[config.mk]
export PLATFORM = sky130hd
export DESIGN_NAME = htu_front
export DESIGN_NICKNAME = d
export VERILOG_FILES = /design/src/design/htu_pkg.sv /design/src/design/htu_front.sv
export SDC_FILE = /design/constraint.sdc
export NUM_CORES = 1
export LEC_CHECK = 0
export ABC_AREA = 1
export BUFFER_PORTS_ARGS = -buffer_cell sky130_fd_sc_hd__buf_2
export CAP_MARGIN = 20
export CORE_UTILIZATION = 50
export DETAILED_ROUTE_END_ITERATION = 10
export PLACE_DENSITY = 0.77
export SETUP_SLACK_MARGIN = 0.2
export SYNTH_ARGS = -nofsm -noshare
export SYNTH_HDL_FRONTEND = slang
export SYNTH_SLANG_ARGS = --single-unit
[constraint.sdc]
create_clock -name clk_i -period 18.6 [get_ports clk_i]
set_input_delay 0.93 -clock clk_i [delete_from_list [all_inputs] [get_ports clk_i]]
set_output_delay 0.93 -clock clk_i [all_outputs]
set_load 0.05 [all_outputs]
[src/design/htu_pkg.sv]
// Shared types, constants and helpers for the homogeneous transform unit.
// Used by every module of the block; no dependencies of its own.
package htu_pkg;

  localparam int CoefFracBits = 12;
  localparam int DataFracBits = 16;
  localparam int NumRegs      = 8;
  localparam int RegIdxW      = 3;

  typedef enum logic [2:0] {
    CMD_POINT   = 3'd0,
    CMD_VECTOR  = 3'd1,
    CMD_NORMAL  = 3'd2,
    CMD_IPOINT  = 3'd3,
    CMD_IVECTOR = 3'd4,
    CMD_BOX     = 3'd5
  } cmd_e;

  typedef enum logic [1:0] {
    FLT_OK   = 2'd0,
    FLT_ZERO = 2'd1,
    FLT_SAT  = 2'd2
  } fault_e;

  typedef struct packed {
    logic [2:0]         command;
    logic signed [31:0] ax;
    logic signed [31:0] ay;
    logic signed [31:0] az;
    logic signed [31:0] bx;
    logic signed [31:0] by;
    logic signed [31:0] bz;
  } in_item_t;

  typedef struct packed {
    logic signed [31:0] rx;
    logic signed [31:0] ry;
    logic signed [31:0] rz;
    logic signed [31:0] sx;
    logic signed [31:0] sy;
    logic signed [31:0] sz;
    logic [1:0]         fault;
  } out_item_t;

  // Classified job handed from the front to the back.
  typedef struct packed {
    logic [2:0]         command;
    logic               valid_cmd;
    logic signed [31:0] ax;
    logic signed [31:0] ay;
    logic signed [31:0] az;
    logic signed [31:0] bx;
    logic signed [31:0] by;
    logic signed [31:0] bz;
  } job_t;

  localparam logic [63:0] RegReset [NumRegs] = '{
    64'd4096, 64'd268435456, 64'd17592186044416, 64'd1152921504606846976,
    64'd4096, 64'd268435456, 64'd17592186044416, 64'd1152921504606846976
  };

endpackage

[src/design/htu_front.sv]
// Front part: takes input beats, classifies the command, feeds a short queue.
// Depends on htu_pkg.
module htu_front #(
  parameter int Depth = 2
) (
  input  logic              clk_i,
  input  logic              rst_ni,
  input  logic              in_valid_i,
  output logic              in_stall_o,
  input  htu_pkg::in_item_t in_data_i,
  output logic              job_valid_o,
  input  logic              job_pop_i,
  output htu_pkg::job_t     job_o
);
  import htu_pkg::*;

  localparam int PtrW = (Depth > 1) ? $clog2(Depth) : 1;

  job_t            mem_q [Depth];
  logic [PtrW-1:0] wr_q, rd_q;
  logic [PtrW:0]   cnt_q;
  logic            push, pop;
  job_t            job_in;

  always_comb begin
    job_in.command   = in_data_i.command;
    job_in.valid_cmd = (in_data_i.command <= 3'(CMD_BOX));
    job_in.ax = in_data_i.ax;
    job_in.ay = in_data_i.ay;
    job_in.az = in_data_i.az;
    job_in.bx = in_data_i.bx;
    job_in.by = in_data_i.by;
    job_in.bz = in_data_i.bz;
  end

  assign in_stall_o  = (cnt_q == (PtrW+1)'(Depth));
  assign push        = in_valid_i && !in_stall_o;
  assign pop         = job_pop_i && job_valid_o;
  assign job_valid_o = (cnt_q != '0);
  assign job_o       = mem_q[rd_q];

  always_ff @(posedge clk_i) begin
    if (push) mem_q[wr_q] <= job_in;
  end

  always_ff @(posedge clk_i or negedge rst_ni) begin
    if (!rst_ni) begin
      wr_q  <= '0;
      rd_q  <= '0;
      cnt_q <= '0;
    end else begin
      if (push) wr_q <= (wr_q == PtrW'(Depth-1)) ? '0 : wr_q + 1'b1;
      if (pop)  rd_q <= (rd_q == PtrW'(Depth-1)) ? '0 : rd_q + 1'b1;
      cnt_q <= cnt_q + (PtrW+1)'(push) - (PtrW+1)'(pop);
    end
  end

  a_cnt_bound: assert property (@(posedge clk_i) disable iff (!rst_ni)
    cnt_q <= (PtrW+1)'(Depth)) else $error("queue count overflow");
  a_no_push_full: assert property (@(posedge clk_i) disable iff (!rst_ni)
    (cnt_q == (PtrW+1)'(Depth)) |-> !push) else $error("push while full");
  a_pop_nonempty: assert property (@(posedge clk_i) disable iff (!rst_ni)
    pop |-> cnt_q != '0) else $error("pop while empty");

endmodule

==> impl_results.md <==
- Worst r2r dst: mem_q[0][55]
- Via density: 4.84
- Cell chain of the critical path: inv_6 > buf_4 > nand2_1 > nand2_1 > buf_2
- Clk buf depth: 3
- CP required: about 18 ns
- Final TNS setup: 0 ns
- Vias: between 9,000 and 10,000
- Htree depth: 2
- CTS tree: yes
- Commonest non-fill, non-tap cell in the layout: nand2_1
- Highest-delay cell along the critical path: buf_4
- Setup slack after layout: ~14 ns
- DRC viols: 0
- Worst hold path class: input pin to async pin
- Dpl cell area: 16,700 um^2
- Nets: around 1,700
- Final hold vios: 0
- Crit path DAT: 3.23 ns
- Die Span Y: 172 um
- Reg2Reg Depth: 4
- Crit path buf inv count: 3
- Reg2reg setup slack: ~16 ns
- CP most frequent cell: nand2_1
- Library cells used by synthesis: 11
- Cell count after synthesis: 1,057
- Footprint of the multi-input gates: ~2300 um^2
- Adder-Cell Fraction of Synth Area: less than 1%
- Slew @ Worst Pin: 1.09 ns
- Die area: around 30,000 um^2
- Number of global-route vias before repair: 8,804
- Synth warnings: 0
- Commonest cells after routing, fill and taps aside: nand2_1 (602), buf_2 (396), edfxtp_1 (392), clkbuf_16 (41), clkinv_1 (10)
- RSZ-0062 raised after global routing: no
- Cell taking the most area after synthesis: edfxtp_1
- Critical path class: flop to output pin
- Post-DRT Antenna Nets: 0
- Largest net degree at the start of global routing: 119
- Ports: about 400
- Design Area, Final: between 15,000 and 20,000 um^2
- Core region area: roughly 28,000 um^2
- Row Count: slightly above 60
- Register Area: 11,900 um^2
- Drt initial violations: ~740
- Final Skew: between 0.007 and 0.008 ns
- Synth top area share: between 80% and 90%
- CTS resizes: 0
- Synth top area cells: edfxtp_1 (81%), nand2_1 (16%), buf_2 (0.83%)
- Post-synthesis sequential area ratio: between 80 and 90%
- XOR/XNOR share of the synthesized area: 0%
- Status: completed
- Mapped cell area: roughly 14,000 um^2
- Compound-gate portion of the synthesized area: 0%
- Clk Latency, worst-skew pair: 0.50 ns
- Die X: between 150 and 200 um
- Number of port buffers: a little under 400
- Slew headroom: roughly 27%
- Max Cap Violations: 0
- Fin crit share: 22.4%
- Final Max Slew Viols: 0
- Synth-to-layout area growth: 24.4%
- Setup violators final: 0
- Setup Buffers After CTS: 0
- CP max FO: between 100 and 150
- Main combinational cell family by area after synthesis: simple AND/OR/NAND/NOR gates
- Simple-gate share of the synthesized area: between 10% and 20%
- Final wirelength: between 30,000 and 40,000 um
- Mux cell area share after synthesis: 0%
- First-pass GRT wire length: ~45,000 um
- Worst-path clk slew: approximately 0.060 ns
- Max Fclk: roughly 0.24 GHz
- Fill cell count: approximately 2,100
- Avg WL per Cell: around 17 um
- Root Driver: clkbuf_16
- Hold buffers post-CTS: 0
- Post-detail-place hpwl: between 15,000 and 20,000 um
- Slowest stage delay, CP: approximately 0.94 ns
- Share of layout cells above drive strength 1: between 30 and 40%
- Tmin final: ~4.2 ns
- Starting Density: between 50 and 60%
- Synth Register Bits: around 400
- Clock sinks: between 300 and 400
- Gpl congestion: approximately 0.74
- DR pass1 iterations: 5
- CP delay by family, top: buffers and inverters
- CTS buffer count: 39
- Mean Syn Cell Area: between 10 and 15 um^2
- Critical path launch point type: flop
- Initial antenna violation count: 8
- RR Startpoint: wr_q
- GRT Total Usage: 19.9%
- Synthesized Nets: approximately 1,300
- CP endpoint kind: output pin
- Dpl ws: approximately 15 ns
- Overflow left after global routing: 0
[stage by stage]
step                hold WS [ns]  utilization [%]  std cells
CTS                        0.206             64.0       1864
global placement           0.455             59.5       1795
finish                     0.224             64.0       1871
global route               0.206             64.0       1868
floorplan                  0.442                -       1057
detailed placement         0.477             59.5       1795
[state kept, by name (all words and copies together), names as in the netlist]
register and cells:
mem_q 392, cnt_q 2, rd_q 1, wr_q 1
[cell usage after synthesis, drive strengths merged]
cell type / instances
edfxtp: 392
nor2: 1
nand3: 3
ha: 2
dfrtp: 4
nand2: 602
inv: 10
buf: 43
[logic make-up (layout without fill, tap and decap cells)]
kind of cell	count (synthesis)	count (layout)
adder cells (fa/ha/maj)	2	2
other	0	7
flip-flops	396	396
AND/OR/NAND/NOR	606	606
buffers and inverters	53	482
[area by class of cell]
cell class | instances | area share, %
antenna | 7 | 0.0972
clock buffer | 49 | 5.86
clock inverter | 20 | 1.18
inverter | 10 | 0.278
multi-input combinational | 608 | 12.8
sequential | 396 | 65.9
tap | 378 | 2.62
timing repair buffer | 403 | 11.3
[worst max-delay path by stage]
| stage | start | to | slack (ns) | cells past startpoint |
|---|---|---|---|---|
| final | rd_q | job_o[36] | 14.44 | 5 |
| after global routing | rd_q | job_o[36] | 14.20 | 5 |
| after CTS | rd_q | job_o[84] | 14.43 | 5 |
| after detailed placement | rd_q | job_o[84] | 14.97 | 5 |
| after global placement | rd_q | job_o[36] | 14.96 | 5 |
| after floorplan | in_valid_i | mem_q[1][0] | 8.70 | 2 |
[routing by layer]
metal,track usage [%],part of all wire (%),up-vias
li1,-,-,4381
met1,23.0,37,4238
met2,34.2,50,391
met3,7.44,10,46
met4,6.39,1.7,4
met5,0,0.077,-
Power is not shown: default switching activity piles up to over one toggle a cycle in this logic, so the estimate is an artifact.
